===== config.mk =====
export PLATFORM = sky130hd
export DESIGN_NAME = html_text_extractor
export DESIGN_NICKNAME = d
export VERILOG_FILES = /design/src/rtl/core/hte_pkg.sv /design/src/rtl/core/html_text_extractor.sv
export VERILOG_INCLUDE_DIRS = /design/src /design/src/rtl/core
export SDC_FILE = /design/constraint.sdc
export NUM_CORES = 1
export LEC_CHECK = 0
export CORE_AREA = 2 2 204 186
export DETAILED_ROUTE_END_ITERATION = 10
export DIE_AREA = 0 0 206 188
export DONT_BUFFER_PORTS = 1
export PLACE_DENSITY = 0.49
export SETUP_SLACK_MARGIN = 0.05
export SLEW_MARGIN = 40
export SYNTH_ARGS = -nofsm -noshare
export SYNTH_HDL_FRONTEND = slang
export SYNTH_SLANG_ARGS = --single-unit

===== constraint.sdc =====
create_clock -name clk -period 18.8 [get_ports clk]
set_input_delay 3.76 -clock clk [delete_from_list [all_inputs] [get_ports clk]]
set_output_delay 3.76 -clock clk [all_outputs]
set_load 0.005 [all_outputs]

===== src/rtl/core/html_text_extractor_assert.svh =====
// assertion macros shared by the html text extractor rtl
`ifndef HTML_TEXT_EXTRACTOR_ASSERT_SVH
`define HTML_TEXT_EXTRACTOR_ASSERT_SVH

`ifndef SYNTHESIS

// condition holds at every clock edge out of reset
`define HTE_ASSERT_ALWAYS(label, cond, msg) \
  label: assert property (@(posedge clk) disable iff (!rst_n) (cond)) \
    else $error(msg);

// antecedent at one edge implies consequent at the next
`define HTE_ASSERT_NEXT(label, ante, cons, msg) \
  label: assert property (@(posedge clk) disable iff (!rst_n) (ante) |=> (cons)) \
    else $error(msg);

`else

`define HTE_ASSERT_ALWAYS(label, cond, msg)
`define HTE_ASSERT_NEXT(label, ante, cons, msg)

`endif

`endif


===== src/rtl/core/hte_pkg.sv =====
// types, constants and head-decision functions of the html text extractor
`timescale 1ns / 1ps
`default_nettype none

package hte_pkg;

  localparam int unsigned WinDepth = 9;

  typedef logic [WinDepth-1:0][7:0] win_t;
  typedef logic [3:0] cnt_t;
  typedef logic [4:0] run_t;

  typedef struct packed {
    win_t win;
    cnt_t fill;
    cnt_t skip;
    logic in_tag;
    logic in_script;
    run_t run;
  } st_t;

  typedef struct packed {
    st_t        st;
    logic       emit;
    logic [7:0] ch;
  } dec_t;

  localparam cnt_t FillFull = cnt_t'(WinDepth);
  localparam run_t RunMax   = 5'd31;
  localparam logic [3:0] LimitReset = 4'd2;

  localparam logic [7:0] ChLt    = 8'h3C;
  localparam logic [7:0] ChGt    = 8'h3E;
  localparam logic [7:0] ChAmp   = 8'h26;
  localparam logic [7:0] ChSpace = 8'h20;
  localparam logic [7:0] ChLf    = 8'h0A;

  // patterns stored with the first byte at entry 0
  localparam win_t PatScriptOpen =
    {8'h00, 8'h00, 8'h74, 8'h70, 8'h69, 8'h72, 8'h63, 8'h73, 8'h3C};
  localparam win_t PatScriptClose =
    {8'h3E, 8'h74, 8'h70, 8'h69, 8'h72, 8'h63, 8'h73, 8'h2F, 8'h3C};
  localparam win_t PatLt =
    {8'h00, 8'h00, 8'h00, 8'h00, 8'h00, 8'h3B, 8'h74, 8'h6C, 8'h26};
  localparam win_t PatGt =
    {8'h00, 8'h00, 8'h00, 8'h00, 8'h00, 8'h3B, 8'h74, 8'h67, 8'h26};
  localparam win_t PatAmp =
    {8'h00, 8'h00, 8'h00, 8'h00, 8'h3B, 8'h70, 8'h6D, 8'h61, 8'h26};
  localparam win_t PatNbsp =
    {8'h00, 8'h00, 8'h00, 8'h3B, 8'h70, 8'h73, 8'h62, 8'h6E, 8'h26};

  localparam cnt_t LenScriptOpen  = 4'd7;
  localparam cnt_t LenScriptClose = 4'd9;
  localparam cnt_t LenLt          = 4'd4;
  localparam cnt_t LenGt          = 4'd4;
  localparam cnt_t LenAmp         = 4'd5;
  localparam cnt_t LenNbsp        = 4'd6;

  function automatic logic head_match(win_t w, cnt_t fill, win_t pat, cnt_t len, logic fold);
    logic       ok;
    logic [7:0] c;
    ok = (fill >= len);
    for (int k = 0; k < WinDepth; k++) begin
      c = w[k];
      if (fold && c >= 8'h41 && c <= 8'h5A) c = c + 8'd32;
      if ((cnt_t'(k) < len) && (c != pat[k])) ok = 1'b0;
    end
    return ok;
  endfunction

  function automatic st_t drop_head(st_t s);
    st_t r;
    r = s;
    for (int k = 0; k < WinDepth - 1; k++) r.win[k] = s.win[k+1];
    r.fill = s.fill - 4'd1;
    return r;
  endfunction

  function automatic st_t push_byte(st_t s, logic [7:0] b);
    st_t r;
    r = s;
    if (s.fill < FillFull) begin
      for (int k = 0; k < WinDepth; k++) begin
        if (cnt_t'(k) == s.fill) r.win[k] = b;
      end
      r.fill = s.fill + 4'd1;
    end
    return r;
  endfunction

  // settle the head byte: one word out at most
  function automatic dec_t decide(st_t s, logic [3:0] limit);
    dec_t       r;
    st_t        t;
    logic [7:0] c;
    logic [7:0] ch;
    logic       emit;
    cnt_t       used;
    run_t       run_inc;
    r.st   = s;
    r.emit = 1'b0;
    r.ch   = 8'h00;
    if (s.fill != 4'd0) begin
      if (s.skip != 4'd0) begin
        r.st      = drop_head(s);
        r.st.skip = s.skip - 4'd1;
      end else begin
        c    = s.win[0];
        ch   = c;
        emit = 1'b0;
        used = 4'd1;
        if (head_match(s.win, s.fill, PatScriptOpen, LenScriptOpen, 1'b1)) r.st.in_script = 1'b1;
        if (head_match(s.win, s.fill, PatScriptClose, LenScriptClose, 1'b1)) begin
          r.st.in_script = 1'b0;
          used = LenScriptClose;
        end else if (r.st.in_script) begin
          // suppressed script body
        end else if (c == ChLt) begin
          r.st.in_tag = 1'b1;
        end else if (c == ChGt) begin
          r.st.in_tag = 1'b0;
          emit = 1'b1;
          ch   = ChLf;
        end else if (s.in_tag) begin
          // tag byte dropped
        end else if (c == ChAmp) begin
          emit = 1'b1;
          if (head_match(s.win, s.fill, PatLt, LenLt, 1'b0)) begin
            ch = ChLt;
            used = LenLt;
          end else if (head_match(s.win, s.fill, PatGt, LenGt, 1'b0)) begin
            ch = ChGt;
            used = LenGt;
          end else if (head_match(s.win, s.fill, PatAmp, LenAmp, 1'b0)) begin
            ch = ChAmp;
            used = LenAmp;
          end else if (head_match(s.win, s.fill, PatNbsp, LenNbsp, 1'b0)) begin
            ch = ChSpace;
            used = LenNbsp;
          end
        end else begin
          emit = 1'b1;
        end
        if (emit) begin
          r.ch = ch;
          if (ch == ChLf) begin
            run_inc   = (s.run == RunMax) ? s.run : s.run + 5'd1;
            r.st.run  = run_inc;
            r.emit    = (run_inc <= {1'b0, limit});
          end else begin
            r.st.run = 5'd0;
            r.emit   = 1'b1;
          end
        end
        t         = drop_head(r.st);
        t.skip    = used - 4'd1;
        r.st      = t;
      end
    end
    return r;
  endfunction

endpackage

`default_nettype wire


===== src/rtl/core/html_text_extractor.sv =====
// html text extractor: 9-byte lookahead tag stripper and entity decoder
// throughput: one input word per cycle while the output side keeps up and no drain runs
// latency: a head decided at an accepting edge is registered there, valid the next cycle
// a head byte is decided once 9 bytes are held; after the last word, input stalls while
// each held byte is settled, one head per cycle while the output keeps up, then the marker
// reset (rst_n low, synchronous): stream state cleared, run limit back to 2
`timescale 1ns / 1ps
`default_nettype none

module html_text_extractor (
  input  wire logic       clk,
  input  wire logic       rst_n,
  input  wire logic       in_valid,
  output logic            in_stall,
  input  wire logic [7:0] in_byte,
  input  wire logic       in_last,
  output logic            out_valid,
  input  wire logic       out_stall,
  output logic [7:0]      out_char,
  output logic            out_char_present,
  output logic            out_last,
  input  wire logic       cfg_wr_en,
  input  wire logic [3:0] cfg_wr_data
);

`include "html_text_extractor_assert.svh"

  hte_pkg::win_t win_r, win_nxt;
  hte_pkg::cnt_t fill_r, fill_nxt;
  hte_pkg::cnt_t skip_r, skip_nxt;
  logic          tag_r, tag_nxt;
  logic          script_r, script_nxt;
  hte_pkg::run_t run_r, run_nxt;
  logic          drain_r, drain_nxt;
  logic [3:0]    limit_r, limit_nxt;

  logic          out_valid_r, out_valid_nxt;
  logic [7:0]    out_char_r, out_char_nxt;
  logic          out_present_r, out_present_nxt;
  logic          out_last_r, out_last_nxt;

  hte_pkg::st_t  cur;
  hte_pkg::st_t  pushed;
  hte_pkg::st_t  st_nxt;
  hte_pkg::dec_t dec_first;
  hte_pkg::dec_t dec_second;
  hte_pkg::dec_t dec_drain;
  logic          out_free;
  logic          in_acc;
  logic          load;
  logic [7:0]    load_char;
  logic          load_present;
  logic          load_last;

  always_comb begin
    cur.win       = win_r;
    cur.fill      = fill_r;
    cur.skip      = skip_r;
    cur.in_tag    = tag_r;
    cur.in_script = script_r;
    cur.run       = run_r;

    out_free = !out_valid_r || !out_stall;
    in_stall = drain_r || !out_free;
    in_acc   = in_valid && !in_stall;

    // head decided before the push only when the window is full
    if (fill_r >= hte_pkg::FillFull) begin
      dec_first = hte_pkg::decide(cur, limit_r);
    end else begin
      dec_first.st   = cur;
      dec_first.emit = 1'b0;
      dec_first.ch   = 8'h00;
    end
    pushed = hte_pkg::push_byte(dec_first.st, in_byte);
    if (!dec_first.emit && pushed.fill >= hte_pkg::FillFull) begin
      dec_second = hte_pkg::decide(pushed, limit_r);
    end else begin
      dec_second.st   = pushed;
      dec_second.emit = 1'b0;
      dec_second.ch   = 8'h00;
    end
    dec_drain = hte_pkg::decide(cur, limit_r);

    st_nxt       = cur;
    drain_nxt    = drain_r;
    load         = 1'b0;
    load_char    = 8'h00;
    load_present = 1'b1;
    load_last    = 1'b0;
    if (in_acc) begin
      if (in_last) begin
        st_nxt    = pushed;
        drain_nxt = 1'b1;
        load      = dec_first.emit;
        load_char = dec_first.ch;
      end else begin
        st_nxt    = dec_second.st;
        load      = dec_first.emit || dec_second.emit;
        load_char = dec_first.emit ? dec_first.ch : dec_second.ch;
      end
    end else if (drain_r && out_free) begin
      if (fill_r != 4'd0) begin
        st_nxt    = dec_drain.st;
        load      = dec_drain.emit;
        load_char = dec_drain.ch;
      end else begin
        // end marker, stream starts over
        load          = 1'b1;
        load_present  = 1'b0;
        load_last     = 1'b1;
        st_nxt.fill      = 4'd0;
        st_nxt.skip      = 4'd0;
        st_nxt.in_tag    = 1'b0;
        st_nxt.in_script = 1'b0;
        st_nxt.run       = 5'd0;
        drain_nxt        = 1'b0;
      end
    end

    win_nxt    = st_nxt.win;
    fill_nxt   = st_nxt.fill;
    skip_nxt   = st_nxt.skip;
    tag_nxt    = st_nxt.in_tag;
    script_nxt = st_nxt.in_script;
    run_nxt    = st_nxt.run;

    limit_nxt = cfg_wr_en ? cfg_wr_data : limit_r;

    out_valid_nxt   = out_valid_r;
    out_char_nxt    = out_char_r;
    out_present_nxt = out_present_r;
    out_last_nxt    = out_last_r;
    if (out_free) begin
      out_valid_nxt   = load;
      out_char_nxt    = load_char;
      out_present_nxt = load_present;
      out_last_nxt    = load_last;
    end
  end

  always_ff @(posedge clk) begin
    if (!rst_n) begin
      fill_r      <= 4'd0;
      skip_r      <= 4'd0;
      tag_r       <= 1'b0;
      script_r    <= 1'b0;
      run_r       <= 5'd0;
      drain_r     <= 1'b0;
      limit_r     <= hte_pkg::LimitReset;
      out_valid_r <= 1'b0;
    end else begin
      fill_r      <= fill_nxt;
      skip_r      <= skip_nxt;
      tag_r       <= tag_nxt;
      script_r    <= script_nxt;
      run_r       <= run_nxt;
      drain_r     <= drain_nxt;
      limit_r     <= limit_nxt;
      out_valid_r <= out_valid_nxt;
    end
  end

  always_ff @(posedge clk) begin
    win_r         <= win_nxt;
    out_char_r    <= out_char_nxt;
    out_present_r <= out_present_nxt;
    out_last_r    <= out_last_nxt;
  end

  assign out_valid        = out_valid_r;
  assign out_char         = out_char_r;
  assign out_char_present = out_present_r;
  assign out_last         = out_last_r;

  `HTE_ASSERT_ALWAYS(a_fill_bound, fill_r <= hte_pkg::FillFull, "window fill beyond depth")
  `HTE_ASSERT_ALWAYS(a_skip_bound, skip_r <= fill_r, "skip count exceeds held bytes")
  `HTE_ASSERT_ALWAYS(a_drain_stall, !drain_r || in_stall, "input taken while draining")
  `HTE_ASSERT_NEXT(a_fill_idle, !drain_r && !in_acc, $stable(fill_r), "window moved with no word")
  `HTE_ASSERT_ALWAYS(a_marker_form, !(out_valid_r && out_last_r) || !out_present_r,
                     "end marker carries a char")

endmodule

`default_nettype wire

==> results of run 1 <==
==> how the worst max path moves through the flow <==
stage | from | to | slack [ns] | cells after the start
global route | fill_r[0]$_SDFFE_PN0P_ | cur[74]$_DFFE_PP_ | 10.95 | 22
CTS | out_stall | in_stall | 11.01 | 2
global placement | out_stall | in_stall | 10.99 | 2
detailed placement | out_stall | in_stall | 11.01 | 2
floorplan | out_stall | in_stall | 11.07 | 2
finish | out_stall | in_stall | 11.01 | 2
==> cell usage after synthesis, types with 13 or more instances <==
cell      count  share of area (%)
a221o_1      13                1.2
a21oi_1      97                4.5
nor3_1       31                1.4
edfxtp_1     82                 23
and3b_1      13                1.0
nand3_1      28                1.3
a211oi_1     25                1.7
nor3b_1      14               0.97
nand4_1      23                1.3
nor4_1       14               0.80
inv_1        41                1.4
dfxtp_1      21                3.9
a221oi_1     21                1.7
o22ai_1      17               0.98
and2_1       25                1.4
o211ai_1     27                1.9
nor2b_1      26                1.5
nand2_1     204                7.0
o21ai_0      72                3.3
mux2i_1      30                2.8
clkbuf_1     92                3.2
ha_1         41                4.7
and3_1       24                1.4
nor2_1      150                5.2
a31oi_1      65                3.7
nand2b_1     14               0.80
or3_1        13               0.75
==> flip-flops by register name, indices dropped and copies added, names as in the netlist <==
signal,count
tag_r,1
limit_r,4
out_char,8
cur,72
script_r,1
run_r,5
fill_r,4
out_char_present,1
out_last,1
drain_r,1
out_valid,1
skip_r,4
==> layout make-up <==
| cell class | count | area (um2) |
|---|---|---|
| multi-input cells | 1195 | 7463 |
| inverters | 43 | 162.7 |
| fillers | 3922 | 25080 |
| clock inverters | 6 | 55.05 |
| clock buffers | 10 | 229.0 |
| repair buffers | 32 | 237.7 |
| well taps | 483 | 604.3 |
| flip-flops and latches | 103 | 2884 |
==> worst reg2reg max path, stage by stage, from the launching register on <==
cell	delay (ns)
dfxtp_1	0.36
inv_1	0.17
ha_1	0.29
or3b_2	0.54
nand2_2	0.09
buf_4	0.54
nor2_1	0.09
a21oi_1	0.28
ha_1	0.74
inv_1	0.19
nor3_1	0.41
nor2_1	0.12
a21oi_1	0.28
inv_1	0.13
ha_1	0.21
nor2b_1	0.14
a221oi_1	0.51
inv_2	0.09
o31ai_4	0.57
buf_4	0.71
nand2_1	0.39
o22ai_1	0.23
a21oi_1	0.09
==> routing by layer <==
| metal | up-vias | global-route usage (%) | routed length [um] |
|---|---|---|---|
| li1 | 5347 | - | - |
| met1 | 5697 | 34.66 | 21120 |
| met2 | 630 | 34.73 | 20080 |
| met3 | 93 | 5.214 | 4633 |
| met4 | 2 | 8.407 | 1524 |
| met5 | - | 0 | 13 |
==> through the flow <==
stage	utilization (%)	instances	hold WS (ns)
finish	31.69	1872	0.5031
global route	31.69	1872	0.5749
floorplan	-	1451	0.4604
detailed placement	30.90	1856	0.4887
global placement	30.81	1854	0.4878
CTS	31.68	1872	0.5107
==> kinds of logic (layout without fill, tap and decap cells) <==
kind of cell             count (synthesis)  in the layout  synth area share [%]
AND/OR/NAND/NOR                        664            664                 31.75
AO/OA/AOI/OAI                          439            439                 26.94
buffers and inverters                  153             91                 5.485
flip-flops                             103            103                 26.49
adder cells (fa/ha/maj)                 41             41                 4.715
multiplexers                            37             37                 3.484
XOR/XNOR                                14             14                 1.127
==> power by group <==
part           total (mW)  internal, mW  leakage [nW]  switching, mW
Clock               0.197        0.0927         0.133          0.105
Combinational       0.829         0.288          2.96          0.542
Sequential          0.426         0.317         0.987          0.110
==> cells in the final DEF, fill, tap and decap left out, types with 10 or more instances in the layout <==
cell        n
nand4b_1   10
nor4_1     13
nor2_1    149
edfxtp_1   82
a211oi_1   25
mux2i_1    30
nor4bb_1   10
or3_1      13
nor2b_1    26
and3b_1    13
and2_1     25
nand4_1    23
nand3_1    28
a221oi_1   21
buf_4      29
nor3_1     29
and3_1     24
nand2_1   200
o211ai_1   27
o22ai_1    17
a31oi_1    64
o31ai_1    10
or4_1      12
ha_1       41
inv_1      40
dfxtp_1    20
a221o_1    13
o21ai_0    72
a21oi_1    96
nor3b_1    12
nand2b_1   14
xnor2_1    10
==> impl_results.md, run 1 <==
- CP max FO: 2
- Root Buffer: clkbuf_16
- Area after DPL: 11350 um2
- Final setup vio count: 0
- Nets: 1443
- Post-DP HPWL: 33390 um
- Yosys reg bits: 103
- Worst-path cell chain: a21oi_1 > inv_1
- Final WL: 47370 um
- Layout cell share with drive strength beyond 1: 6.479%
- Fmax: 128.3 MHz
- Sink Count: 103
- Worst setup EP type: output pin
- Pre-CTS worst setup slack: 11.01 ns
- Bufs and invs on worst path: 1
- Die W: 206 um
- Critical Path Start Type: primary input
- Setup TNS: 0 ns
- Largest net degree at the start of global routing: 66
- Pre-antenna DRT Iters: 6
- CTS Buffer Depth: 2
- Asr flop ratio synth: 0%
- H-Tree Depth: 3
- Slew @ Worst Pin: 0.9061 ns
- Die height: 188 um
- Die footprint: 38730 um2
- Unrepaired setup endpoints after global routing: no
- Max capacitance violation total: 0
- Reg2reg start: fill_r[0]$_SDFFE_PN0P_
- CP Class: primary input to output pin
- Pwr Density: 124.9 nW/um2
- GRT Total Usage: 23.98%
- Post-Synthesis Cells: 1451
- Setup Skew: 0.02195 ns
- Register area share after synthesis: 26.49%
- Avg WL per Cell: 25.30 um
- Routability congestion estimate: 0.9585
- Hold buffer count at CTS: 0
- Final hold vios: 0
- Worst VDD drop: 0.00006800 V
- Number of port buffers: 0
- Post-route antenna net violation count: 0
- Num rows: 67
- Synthesis Warnings: 0
- CP Data Required Time: 15.04 ns
- Normalized max-slew margin: 39.59%
- Worst hold path class: flop to flop
- Mapped Area: 10880 um2
- Worst r2r path cells: 22
- I/O pins: 30
- Final total power: 1.453 mW
- Hold Path End: limit_r[3]$_SDFFE_PN0P_
- FF-to-FF End: cur[71]$_DFFE_PP_
- Reg clk slew, reported paths: 0.09 ns
- Worst Slack Setup Final: 11.01 ns
- Starting density of the core: 29.63%
- Diodes inserted: 0
- Global-route wire length before repair: 70390 um
- Grt ovf: 0
- R2r setup slk: 11.37 ns
- Min Tclk post-route: 7.793 ns
- WP data arrival: 4.03 ns
- Status: finished, final reports clean
- Post-Syn Area per Cell: 7.499 um2
- Hold path depth: 2
- Leak Pwr: 4.083 nW
- Vias in the first global route: 10740
- Period utilization: 41.45%
- Final Instance Area: 11640 um2
- Layout area overhead: 6.946%
- Hold Startpoint: limit_r[3]$_SDFFE_PN0P_
- DRT iter0 DRCs: 1352
- Slowest-stage cell, CP: a21oi_1
- Clk_lat worst skew: 0.38 ns
- Syn_nets: 1510
- Cell variety after synth: 90
- Cts bufs inserted: 9
- Post-CTS setup buffer count: 0
- CTS resizes: 0
- Post-synth top flop: edfxtp_1
- Remaining DRCs: 0
- CP max stage delay: 0.19 ns
- Max Slew Vio Count: 0
- Post-synth EDFFs: 82
- Via density: 6.287
- Vias: 11770
- Initial antenna violation count: 1
- CTS tree: yes
- Core Area: 36720 um2
- CP delay by family, top: compound AO/OA/AOI/OAI gates
No activity file was read; power rests on OpenSTA's default activity.
==> run 2, diff against run 1 <==
==> constraint.sdc (replaced) <==
create_clock -name clk -period 7.77 [get_ports clk]
set_input_delay 1.554 -clock clk [delete_from_list [all_inputs] [get_ports clk]]
set_output_delay 1.554 -clock clk [all_outputs]
set_load 0.005 [all_outputs]
==> run 2 against run 1 <==
Compared with the run above:
- sequential power grew 140%
- count of clock-buffer cells in the layout shrank 1
- wire length grew 2.7%
- cell area grew 0.41%
- sequential cell count is the same
- worst setup slack lost 9.5 ns
- sequential share of layout area shrank 0.10 points
- clock skew shrank 0.0058 ns
- utilization grew 0.13 points
==> impl_results.md, run 2 (same netlist as run 1, synthesis figures left out) <==
- Global-route wire length before repair: 72630 um
- Root Buffer: clkbuf_16
- Area after DPL: 11380 um2
- Max capacitance violation total: 0
- Pre-antenna DRT Iters: 8
- Post-CTS setup buffer count: 0
- Vias in the first global route: 11030
- Starting density of the core: 29.63%
- Most frequent cells in the layout: nand2_1 (200), nor2_1 (149), a21oi_1 (96)
- Core Area: 36720 um2
- Net Sw Power: 1.860 mW
- Critical Path Start Type: flop
- Hold buffer count at CTS: 0
- Seq pwr share: 28.9%
- H-Tree Depth: 3
- Slew @ Worst Pin: 0.9056 ns
- DRT iter0 DRCs: 1412
- Final total power: 3.549 mW
- Largest net degree at the start of global routing: 68
- Unrepaired setup endpoints after global routing: no
- Multi-input logic area: 7468 um2
- Fillers: 3947
- GRT Total Usage: 24.87%
- Post-route antenna net violation count: 0
- Leak Pwr: 4.118 nW
- Die footprint: 38730 um2
- CTS Buffer Depth: 2
- Diodes inserted: 0
- Worst VDD drop: 0.0001226 V
- Nets: 1447
- Remaining DRCs: 0
- Internal power: 1.689 mW
- Sink Count: 103
- CP Data Required Time: 8.09 ns
- Pwr Density: 303.8 nW/um2
- Number of port buffers: 0
- Setup TNS: 0 ns
- Reg clk slew, reported paths: 0.09 ns
- Period utilization: 81.08%
- CP Class: flop to flop
- Setup Skew: 0.01613 ns
- Die W: 206 um
- Avg WL per Cell: 25.94 um
- Initial antenna violation count: 1
- Status: finished, final reports clean
- Post-DP HPWL: 34650 um
- Max Slew Vio Count: 0
- Fmax: 158.7 MHz
- Sequential cell area: 2884 um2
- Worst hold path class: flop to flop
- CTS resizes: 0
- Commonest non-fill, non-tap cell in the layout: nand2_1
- CTS tree: yes
- Sw frac: 52.41%
- Worst setup EP type: flop
- Max FFs per register: 72
- Via density: 6.340
- Grt ovf: 0
- Die height: 188 um
- Final hold vios: 0
- Layout area overhead: 7.383%
- Clock share of power: 14.0%
- Routability congestion estimate: 0.9272
- Comb power frac: 57.2%
- Cts bufs inserted: 9
- WP data arrival: 6.62 ns
- Final setup vio count: 0
- Min Tclk post-route: 6.300 ns
- Clk_lat worst skew: 0.38 ns
- I/O pins: 30
- Num rows: 67
- Layout cell share with drive strength beyond 1: 6.892%
- Vias: 11890
- Final WL: 48670 um
- Final Instance Area: 11680 um2
- Normalized max-slew margin: 39.63%
- CP max FO: 12
-- run 2: cell type report --
class | count | area share (%)
clock buffers | 9 | 1.928
clock inverters | 7 | 0.6318
inverters | 43 | 1.392
multi-input cells | 1195 | 63.92
flip-flops and latches | 103 | 24.68
well taps | 483 | 5.172
repair buffers | 36 | 2.270
-- run 2: power by group through the flow --
stage / combinational (mW) / clock [mW] / sequential (mW)
detailed placement: 1.96 / 0 / 1.03
CTS: 1.97 / 0.508 / 1.01
floorplan: 1.40 / 0 / 0.876
global placement: 1.94 / 0 / 1.03
finish: 2.03 / 0.495 / 1.03
global route: 2.19 / 0.521 / 1.04
-- run 2: per-stage QoR --
step                util [%]  cells  setup WS [ns]  hold slack [ns]
floorplan                  -   1451          1.622           0.4604
global placement       30.87   1857          1.474           0.4763
detailed placement     30.99   1860          1.577           0.4971
CTS                    31.81   1876          1.545           0.5191
global route           31.82   1876          1.099           0.5351
finish                 31.82   1876          1.470           0.5076
-- run 2: worst paths after layout --
path	startpoint	endpoint	slack, ns	depth (start not counted)
setup / recovery	cur[38]$_DFFE_PP_	out_valid$_SDFFE_PN0N_	1.47	23
hold / removal	limit_r[3]$_SDFFE_PN0P_	limit_r[3]$_SDFFE_PN0P_	0.51	2
setup reg to reg	cur[38]$_DFFE_PP_	out_valid$_SDFFE_PN0N_	1.47	23
hold reg to reg	limit_r[3]$_SDFFE_PN0P_	limit_r[3]$_SDFFE_PN0P_	0.51	2
-- run 2: metal layers --
| layer | vias up | track usage, % | share of wire (%) |
|---|---|---|---|
| li1 | 5364 | - | - |
| met3 | 103 | 4.362 | 9.0 |
| met1 | 5748 | 35.86 | 45 |
| met5 | - | 0 | 0.027 |
| met4 | 2 | 9.423 | 3.4 |
| met2 | 677 | 36.60 | 43 |
-- run 2: critical path, cell delays in order, from the launching register on --
cell and delay [ns]:
edfxtp_1 0.52, nor3b_1 0.61, nand4_1 0.29, nor4_1 0.66
o211ai_1 0.24, buf_4 0.24, or2_2 0.29, nor3b_1 0.22
a21oi_1 0.11, inv_1 0.13, ha_1 0.27, nand4_1 0.11
o21ai_0 0.30, nand2_1 0.23, mux2_2 0.32, ha_1 0.29
nor2b_1 0.13, o21ai_0 0.14, nand2b_1 0.07, a21oi_1 0.15
a41oi_1 0.06, or3_1 0.35, a311o_1 0.36, a21oi_1 0.13
